$ cat src/nsc_pkg.sv
// Shared types, constants and helper functions for the NMEA sentence checker.
package nsc_pkg;

    localparam int unsigned MAX_SENTENCE_LEN = 128;

    localparam logic [7:0] CHAR_DOLLAR = 8'h24;
    localparam logic [7:0] CHAR_STAR   = 8'h2A;
    localparam logic [7:0] CHAR_COMMA  = 8'h2C;

    localparam int unsigned NUM_KINDS  = 7;
    localparam int unsigned HDR_CHARS  = 5;
    localparam logic [2:0]  HDR_LAST   = 3'(HDR_CHARS - 1);
    localparam logic [5:0]  FIELD_MAX  = 6'd63;
    localparam logic [2:0]  KIND_NONE  = 3'd7;
    localparam logic [7:0]  LEN_LIMIT  = 8'(MAX_SENTENCE_LEN);

    typedef enum logic [2:0] {
        MODE_IDLE,
        MODE_HEAD,
        MODE_BODY,
        MODE_CK1,
        MODE_CK2
    } mode_t;

    typedef enum logic [1:0] {
        ST_NONE    = 2'd0,
        ST_OK      = 2'd1,
        ST_BAD     = 2'd2,
        ST_DISCARD = 2'd3
    } status_t;

    typedef logic [8*HDR_CHARS-1:0] header_t;

    // Packed sentence headers, first character in the top byte.
    localparam header_t KIND_HEADERS [NUM_KINDS] = '{
        40'h4750474741,   // GPGGA
        40'h4750474C4C,   // GPGLL
        40'h4750475341,   // GPGSA
        40'h4750475356,   // GPGSV
        40'h4750524D43,   // GPRMC
        40'h4750565447,   // GPVTG
        40'h47505A4441    // GPZDA
    };

    // Upper-case hex digit value; bit 4 set for anything else.
    function automatic logic [4:0] hex_value(input logic [7:0] c);
        logic [4:0] v;
        v = 5'h10;
        if (c >= 8'h30 && c <= 8'h39) begin
            v = 5'(c - 8'h30);
        end else if (c >= 8'h41 && c <= 8'h46) begin
            v = 5'(c - 8'h41 + 8'd10);
        end
        return v;
    endfunction

    function automatic logic [2:0] match_header(input header_t packed_hdr);
        logic [2:0] k;
        k = KIND_NONE;
        for (int i = NUM_KINDS - 1; i >= 0; i--) begin
            if (packed_hdr == KIND_HEADERS[i]) begin
                k = 3'(i);
            end
        end
        return k;
    endfunction

endpackage

$ cat src/nsc_parser.sv
// Sentence parse state, per-character decode and the result register.
module nsc_parser
    import nsc_pkg::*;
(
    input  logic       aclk,
    input  logic       aresetn,
    input  logic       step_en,
    input  logic [7:0] char_in,
    output logic [7:0] char_out,
    output logic [5:0] field_number,
    output logic       in_field,
    output logic [2:0] sentence_kind,
    output logic [1:0] status
);

    mode_t       mode_reg, mode_next;
    logic [7:0]  xor_reg, xor_next;
    header_t     hdr_reg, hdr_next;
    logic [2:0]  hdr_cnt_reg, hdr_cnt_next;
    logic [5:0]  field_cnt_reg, field_cnt_next;
    logic [7:0]  len_reg, len_next;
    logic [4:0]  ck_high_reg, ck_high_next;
    logic [2:0]  kind_reg, kind_next;

    logic [7:0]  char_reg;
    logic [5:0]  fnum_reg, fnum_next;
    logic        inf_reg, inf_next;
    logic [2:0]  okind_reg, okind_next;
    status_t     st_reg, st_next;

    logic [4:0]  hex_lo;
    logic [2:0]  hdr_match;
    header_t     hdr_shift;

    always_comb begin
        hdr_shift = {hdr_reg[8*(HDR_CHARS-1)-1:0], char_in};
        hdr_match = match_header(hdr_shift);
        hex_lo    = hex_value(char_in);

        mode_next      = mode_reg;
        xor_next       = xor_reg;
        hdr_next       = hdr_reg;
        hdr_cnt_next   = hdr_cnt_reg;
        field_cnt_next = field_cnt_reg;
        len_next       = len_reg;
        ck_high_next   = ck_high_reg;
        kind_next      = kind_reg;

        fnum_next  = '0;
        inf_next   = 1'b0;
        okind_next = KIND_NONE;
        st_next    = ST_NONE;

        if (char_in == CHAR_DOLLAR) begin
            // restart on every dollar; drop any open sentence
            if (mode_reg != MODE_IDLE) begin
                st_next = ST_DISCARD;
            end
            mode_next      = MODE_HEAD;
            xor_next       = '0;
            hdr_next       = '0;
            hdr_cnt_next   = '0;
            field_cnt_next = '0;
            len_next       = 8'd1;
            ck_high_next   = '0;
            kind_next      = KIND_NONE;
        end else if (mode_reg == MODE_IDLE) begin
            // pass through
        end else if (len_reg >= LEN_LIMIT) begin
            fnum_next  = field_cnt_reg;
            okind_next = kind_reg;
            st_next    = ST_DISCARD;
            mode_next  = MODE_IDLE;
            kind_next  = KIND_NONE;
        end else begin
            len_next   = len_reg + 8'd1;
            fnum_next  = field_cnt_reg;
            okind_next = kind_reg;
            case (mode_reg)
                MODE_HEAD: begin
                    xor_next     = xor_reg ^ char_in;
                    hdr_next     = hdr_shift;
                    hdr_cnt_next = hdr_cnt_reg + 3'd1;
                    if (hdr_cnt_reg >= HDR_LAST) begin
                        if (hdr_match == KIND_NONE) begin
                            okind_next = KIND_NONE;
                            st_next    = ST_DISCARD;
                            mode_next  = MODE_IDLE;
                            kind_next  = KIND_NONE;
                        end else begin
                            kind_next  = hdr_match;
                            okind_next = hdr_match;
                            mode_next  = MODE_BODY;
                        end
                    end
                end
                MODE_BODY: begin
                    if (char_in == CHAR_STAR) begin
                        mode_next = MODE_CK1;
                    end else if (char_in == CHAR_COMMA) begin
                        xor_next = xor_reg ^ char_in;
                        if (field_cnt_reg < FIELD_MAX) begin
                            field_cnt_next = field_cnt_reg + 6'd1;
                        end
                    end else begin
                        xor_next = xor_reg ^ char_in;
                        inf_next = 1'b1;
                    end
                end
                MODE_CK1: begin
                    ck_high_next = hex_lo;
                    mode_next    = MODE_CK2;
                end
                MODE_CK2: begin
                    if (!ck_high_reg[4] && !hex_lo[4] &&
                        {ck_high_reg[3:0], hex_lo[3:0]} == xor_reg) begin
                        st_next = ST_OK;
                    end else begin
                        st_next = ST_BAD;
                    end
                    mode_next = MODE_IDLE;
                    kind_next = KIND_NONE;
                end
                default: begin
                    mode_next = MODE_IDLE;
                    kind_next = KIND_NONE;
                end
            endcase
        end
    end

    always_ff @(posedge aclk) begin
        if (!aresetn) begin
            mode_reg      <= MODE_IDLE;
            xor_reg       <= '0;
            hdr_reg       <= '0;
            hdr_cnt_reg   <= '0;
            field_cnt_reg <= '0;
            len_reg       <= '0;
            ck_high_reg   <= '0;
            kind_reg      <= KIND_NONE;
        end else if (step_en) begin
            mode_reg      <= mode_next;
            xor_reg       <= xor_next;
            hdr_reg       <= hdr_next;
            hdr_cnt_reg   <= hdr_cnt_next;
            field_cnt_reg <= field_cnt_next;
            len_reg       <= len_next;
            ck_high_reg   <= ck_high_next;
            kind_reg      <= kind_next;
        end
    end

    // result payload; valid is kept by the top level
    always_ff @(posedge aclk) begin
        if (step_en) begin
            char_reg  <= char_in;
            fnum_reg  <= fnum_next;
            inf_reg   <= inf_next;
            okind_reg <= okind_next;
            st_reg    <= st_next;
        end
    end

    assign char_out      = char_reg;
    assign field_number  = fnum_reg;
    assign in_field      = inf_reg;
    assign sentence_kind = okind_reg;
    assign status        = st_reg;

endmodule

$ cat config.mk
export PLATFORM = sky130hd
export DESIGN_NAME = nsc_parser
export DESIGN_NICKNAME = d
export VERILOG_FILES = /design/src/nsc_pkg.sv /design/src/nsc_parser.sv
export SDC_FILE = /design/constraint.sdc
export NUM_CORES = 1
export LEC_CHECK = 0
export BUFFER_PORTS_ARGS = -buffer_cell sky130_fd_sc_hd__buf_2
export CELL_PAD_IN_SITES_DETAIL_PLACEMENT = 1
export CELL_PAD_IN_SITES_GLOBAL_PLACEMENT = 2
export CORE_ASPECT_RATIO = 1.5
export CORE_MARGIN = 10
export CORE_UTILIZATION = 34
export CTS_CLUSTER_DIAMETER = 200
export DETAILED_ROUTE_END_ITERATION = 10
export GPL_TIMING_DRIVEN = 0
export PLACE_DENSITY = 0.87
export SLEW_MARGIN = 20
export SYNTH_ARGS = -nofsm -noshare
export SYNTH_HDL_FRONTEND = slang
export SYNTH_SLANG_ARGS = --single-unit
$ cat constraint.sdc
create_clock -name aclk -period 2.7 [get_ports aclk]
set_clock_uncertainty 0.2 [all_clocks]
set_input_delay 0.54 -clock aclk [delete_from_list [all_inputs] [get_ports aclk]]
set_output_delay 0.54 -clock aclk [all_outputs]
set_load 0.05 [all_outputs]
==> results of run 1 <==
[worst max-delay path, delay by kind of cell]
kind            cells  cell delay (ns)
compound gates      3             0.57
buf+inv             2             0.31
simple gates        3             1.33
[layout make-up]
| class | count | area, um^2 | share of cell area, % |
|---|---|---|---|
| buffer | 26 | 130 | 2.52 |
| clock buffer | 9 | 225 | 4.37 |
| clock inverter | 7 | 46.3 | 0.898 |
| inverter | 12 | 45.0 | 0.874 |
| multi-input combinational | 373 | 2370 | 46.1 |
| sequential | 88 | 1960 | 38.0 |
| tap | 156 | 195 | 3.79 |
| timing repair buffer | 33 | 178 | 3.45 |
[cell families (layout without fill, tap and decap cells)]
family                   Yosys count  count (layout)  synth area share (%)
AO/OA/AOI/OAI                     95              95                  14.0
XOR/XNOR                          27              27                  5.40
adder cells (fa/ha/maj)            9               9                  2.57
buffers and inverters             41              87                  3.66
flip-flops                        88              88                  44.8
multiplexers                       1               1                 0.257
AND/OR/NAND/NOR                  241             241                  29.3
[placed cells by master (no fill, tap or decap), types with 3 or more instances in the layout]
cell type and n:
dfxtp_1 68, clkbuf_16 9, nor4bb_1 3, clkinv_2 3, inv_1 10, clkbuf_4 3
nor2b_1 10, nand4_1 9, and3b_1 3, clkbuf_2 6, xor2_1 7, a22oi_1 6
nor2_1 36, nor4_1 7, or3_1 4, a21oi_2 3, xnor2_1 20, clkbuf_1 13
nor4b_1 3, nor3_1 10, and3_1 5, nand2_1 68, ha_1 7, nand3_1 31
nor3b_2 3, and2_1 17, nor3_2 3, buf_4 6, buf_2 30, a21oi_1 30
a21boi_0 9, edfxtp_1 20, o21ai_0 17, nor3b_1 11
[stage by stage]
| stage | TNS (ns) | utilization (%) |
|---|---|---|
| 2_1_floorplan | 0 | - |
| 3_3_place_gp | -23.62 | 37.6 |
| 3_5_place_dp | -28.21 | 37.6 |
| 4_1_cts | 0 | 40.5 |
| 5_1_grt | -0.0543 | 41.0 |
| 6_report | 0 | 41.0 |
[metal layers]
layer	vias up	track usage [%]	wire, um	part of all wire (%)
li1	1871	-	-	-
met1	1885	14.9	5290	40
met2	56	28.0	7390	56
met3	13	2.94	300	2.3
met4	0	5.44	233	1.8
met5	-	0	0	0
[final timing paths]
| kind | start | endpoint | slack [ns] |
|---|---|---|---|
| max | char_in[6] | mode_reg[1] | 0.005 |
| min | hdr_reg[26] | hdr_reg[26] | 0.27 |
| max reg2reg | hdr_reg[27] | status[1] | 0.21 |
| min reg2reg | hdr_reg[26] | hdr_reg[26] | 0.27 |
[timing repair]
| action | CTS | global route |
|---|---|---|
| buffers inserted | 2 | 1 |
| setup endpoints to repair | 49 | 62 |
| pin swaps | 2 | 3 |
| gates resized for setup | 20 | 24 |
[power by group through the flow]
stage               Clock, W  Combinational (W)  Sequential [W]
finish               0.00117           0.000183         0.00136
global route         0.00124           0.000195         0.00136
CTS                  0.00119           0.000181         0.00136
detailed placement         0           0.000177         0.00139
global placement           0           0.000174         0.00139
floorplan                  0          0.0000556         0.00145
==> impl_results.md, run 1 <==
* Status: complete, no violations
* Synthesized Nets at 522
* Cell row count at 50
* P&R area growth vs syn at 17.8%
* Largest net degree at the start of global routing at 26
* Share of the synthesized area in the top cell type at between 30 and 40%
* Switching Fraction at 25.5%
* Peak Freq at 371 MHz
* Syn Inst Count at between 500 and 600
* Initial antenna violation count at 0
* Area leader, netlist: dfxtp_1
* Post-route insts no fill at between 700 and 800
* Ant. Diodes at 0
* Via density at 5.43
* Die area at between 15000 and 20000 um^2
* Part of the cycle the worst path needs at between 90% and 100%
* Leak Pwr at about 1.7 nW
* WS Path Type: input pin to flip-flop
* # DRC at 0
* First-pass GRT wire length at 21.6 mm
* Hold Path Depth at 2
* CP max FO at 8
* Vias in the first global route at ~4200
* CTS root buf: clkbuf_16
* WL final at roughly 13 mm
* Reg2reg path depth at 6
* Drt initial violations at around 150
* Pwr/cell area at ~530 nW/um^2
* Unique cell type count in the Yosys netlist at 61
* Seq/Total Area, Yosys at between 40% and 50%
* Net Switching at 0.000693 W
* Worst Setup Start Kind: input pin
* Seq pwr share at 50.1%
* H-tree depth reported by CTS at 3
* Most frequent cell after synthesis: nand2_1
* Share of cells above drive strength 1 at between 10% and 20%
* EDFF count, synth at 20
* Chip height at roughly 160 um
* Chip width at 113 um
* Initial Util at 34.8%
* IO Port Bufs at 30
* Post-synth top cells: nand2_1, dfxtp_1, nor2_1, a21oi_1, nand3_1
* Number of flip-flops in the largest register at 32
* Post-Place Cells at a little under 700
* TritonCTS buffer count at 9
* Hold Path Class: flip-flop to flip-flop
* Design area at between 5000 and 6000 um^2
* Top cells by area, synth: dfxtp_1, edfxtp_1, nand2_1
* Cell Area, Synth at about 4400 um^2
* CP cell instances: buf_2, or4b_4, buf_6, or3_1, a21oi_2, o21ai_2, or4_1, o32ai_1
* Power Total at around 0.0027 W
* Grt ovf at 0
* Clk sinks at 88
* Post-synth ARST share at 0%
* GR Util All Layers at 14.7%
* RSZ-0062 raised after global routing: yes
* Core Area at 12600 um^2
* Ports at 31
* Max Buffers Root-to-Sink at 2
* Synth Warn # at 0
* Minimum clock period at roughly 2.7 ns
* Slew Limit Fails at 0
* Worst Slack Setup Final at ~0.0052 ns
* Final Setup Violations at 0
* NumNets Final at about 560
* Synth Flop Type: dfxtp_1
* Via count at about 3800
* Max-slew headroom at a little over half
* Clock power frac at between 40% and 50%
* Combinational power share at about 6.7%
* Placed wire-length estimate at 9.74 mm
* RePlAce Congestion at 0.839
* Filler cells at roughly 1500
* Clock Latency Late Sink at approximately 0.35 ns
* Placed inst area at roughly 4700 um^2
* Req. time, crit path at between 2 and 3 ns
* Number of hold violations in the final report at 0
* CTS tree: yes
* Post-cts hold buffer count at 0
* Flops & latches, synth at 88
* Worst vdd rail ir drop at 0.000225 V
* Pint at just over 0.002 W
* Critical path capture point type: flip-flop
* Tightest Pin Transition at slightly below 0.7 ns
* CP max-delay cell: or4b_4
* Initial DRT Pass Iterations at 4
* Critical Path Max Stage Delay at 0.55 ns
* DP Worst Slack at -0.687 ns
* Arrival @ worst endpoint at 2.75 ns
* Clk slew on worst S/H paths at 0.07 ns
* WL/cell at about 19 um
* Hold_ws at around 0.27 ns
* MaxCap Viol Count at 0
* Synthesized area per cell at 8.72 um^2
* Post-route ant nets at 0
Note: power is estimated with default switching activity, not from simulation.
==> run 2, diff against run 1 <==
Settings changed: CORE_ASPECT_RATIO 1.5 to unset.
==> run 2 against run 1 <==
Net effect: global-route usage rose by 0.39 points; final cell count rose by 2.6%; critical path depth fell by 1; clock power rose by 12%; critical endpoint unchanged; die area fell by 0.52%; wire length rose by 1.1%; register-to-register slack got worse by 0.07 ns; cell area rose by 2.3%; critical path type unchanged; setup slack improved by 0.053 ns; sequential power barely moved.
==> impl_results.md, run 2 (synthesized netlist as in run 1, its figures left out) <==
* Clock power frac at 45.9% (was 43.2%)
* Status: complete, no violations (unchanged)
* Pwr/cell area at 542 nW/um^2 (was 528 nW/um^2)
* # DRC at 0 (unchanged)
* TritonCTS buffer count at 9 (unchanged)
* Most frequent cells in the layout: nand2_1, dfxtp_1, nor2_1 (unchanged)
* Initial antenna violation count at 0 (unchanged)
* Largest net degree at the start of global routing at 26 (unchanged)
* Die area at 17800 um^2 (was 17900 um^2)
* Worst Setup Start Kind: input pin (unchanged)
* Number of flip-flops in the largest register at 32 (unchanged)
* Worst vdd rail ir drop at 0.000289 V (was 0.000225 V)
* Grt ovf at 0 (unchanged)
* Chip height at 133 um (was 159 um)
* Initial Util at 34.7% (was 34.8%)
* Clk sinks at 88 (unchanged)
* Req. time, crit path at 2.75 ns (was 2.76 ns)
* Combinational power share at 6.5% (was 6.7%)
* NumNets Final at 565 (was 563)
* IO Port Bufs at 30 (unchanged)
* Design area at 5280 um^2 (was 5160 um^2)
* Core Area at 12600 um^2 (about the same)
* Drt initial violations at 274 (was 146)
* WL/cell at 18.5 um (was 18.8 um)
* Via density at 5.36 (was 5.43)
* Share of cells above drive strength 1 at 16.4% (was 16.8%)
* Final Setup Violations at 0 (unchanged)
* Arrival @ worst endpoint at 2.70 ns (was 2.75 ns)
* Part of the cycle the worst path needs at 97.9% (was 99.8%)
* RePlAce Congestion at 0.821 (was 0.839)
* WS Path Type: input pin to flip-flop (unchanged)
* Leak Pwr at 1.78 nW (was 1.75 nW)
* Ports at 31 (unchanged)
* H-tree depth reported by CTS at 3 (unchanged)
* GR Util All Layers at 15.1% (was 14.7%)
* MaxCap Viol Count at 0 (unchanged)
* Minimum clock period at 2.64 ns (was 2.69 ns)
* Peak Freq at 378 MHz (was 371 MHz)
* Initial DRT Pass Iterations at 4 (unchanged)
* Post-Place Cells at 704 (was 688)
* CP max FO at 9 (was 8)
* Tightest Pin Transition at 0.714 ns (was 0.676 ns)
* Placed wire-length estimate at 9.48 mm (was 9.74 mm)
* Vias in the first global route at 4128 (was 4175)
* Filler cells at 1498 (was 1459)
* P&R area growth vs syn at 20.5% (was 17.8%)
* Critical path capture point type: flip-flop (unchanged)
* Number of hold violations in the final report at 0 (unchanged)
* WL final at 13.4 mm (was 13.2 mm)
* First-pass GRT wire length at 21.7 mm (was 21.6 mm)
* Chip width at 133 um (was 113 um)
* Post-route ant nets at 0 (unchanged)
* Max Buffers Root-to-Sink at 2 (unchanged)
* Seq pwr share at 47.7% (was 50.1%)
* Net Switching at 0.000651 W (was 0.000693 W)
* Ant. Diodes at 0 (unchanged)
* Placed inst area at 4750 um^2 (was 4730 um^2)
* Cell row count at 41 (was 50)
* CTS tree: yes (unchanged)
* Via count at 3867 (was 3825)
* Clock Latency Late Sink at 0.34 ns (was 0.35 ns)
* Core Util, Final at 41.8% (was 41.0%)
* Post-route insts no fill at 722 (was 704)
* CTS root buf: clkbuf_16 (unchanged)
* Post-cts hold buffer count at 0 (unchanged)
* Switching Fraction at 22.8% (was 25.5%)
* Slew Limit Fails at 0 (unchanged)
* Hold Path Class: flip-flop to flip-flop (unchanged)
* Pint at 0.00221 W (was 0.00203 W)
* Max-slew headroom at 52.0% (was 54.5%)
* Clk slew on worst S/H paths at 0.06 ns (was 0.07 ns)
## run 2: final timing paths
kind | slack [ns] | cells past startpoint | to | startpoint
worst max-delay path | 0.06 | 7 | mode_reg[1] | char_in[4]
worst min-delay path | 0.26 | 2 | hdr_reg[26] | hdr_reg[26]
worst max register to register | 0.14 | 6 | sentence_kind[1] | hdr_reg[27]
worst min register to register | 0.26 | 2 | hdr_reg[26] | hdr_reg[26]
## run 2: routing by layer
layer,vias to the layer above,global-route usage (%),part of all wire (%)
li1,1870,-,-
met2,52,24.6,48
met1,1937,19.3,47
met4,0,5.68,1.0
met3,8,2.78,3.7
met5,-,0,0
## run 2: timing repair
item                                    CTS  global route
hold endpoints to repair                  0             0
endpoints found under the setup margin   47            60
setup buffers                             1             5
cloned                                    0             0
resized for setup                        15            34
pin swaps                                 1             7
## run 2: layout make-up
class                      instances  area [um^2]  share of cell area (%)
multi-input combinational        373         2420                    45.8
sequential                        88         1960                    37.2
clock buffer                      10          229                    4.34
tap                              172          215                    4.08
timing repair buffer              36          205                    3.89
buffer                            25          116                    2.21
clock inverter                     6         83.8                    1.59
inverter                          12         45.0                   0.854
## run 2: power by group through the flow
stage	logic [W]	clock network (W)	registers [W]
floorplan	0.0000556	0	0.00145
global placement	0.000174	0	0.00139
detailed placement	0.000177	0	0.00139
CTS	0.000180	0.00135	0.00136
global route	0.000198	0.00140	0.00136
finish	0.000185	0.00131	0.00136
## run 2: worst max-delay path, stage by stage
cell and delay, ns:
buf_4 0.16, or4b_4 0.63, or3_4 0.41, a21oi_4 0.15, o21ai_4 0.09, or4_4 0.52, o32ai_2 0.19
## run 2: through the flow
| stage | worst slack, ns | power, W | hold WS, ns | setup TNS [ns] |
|---|---|---|---|---|
| floorplan | 0.0102 | 0.00150 | 0.236 | 0 |
| global placement | -0.637 | 0.00157 | 0.249 | -23.62 |
| detailed placement | -0.638 | 0.00157 | 0.259 | -27.67 |
| CTS | -0.00479 | 0.00290 | 0.178 | -0.00479 |
| global route | -0.0161 | 0.00297 | 0.274 | -0.0245 |
| finish | 0.0579 | 0.00286 | 0.264 | 0 |
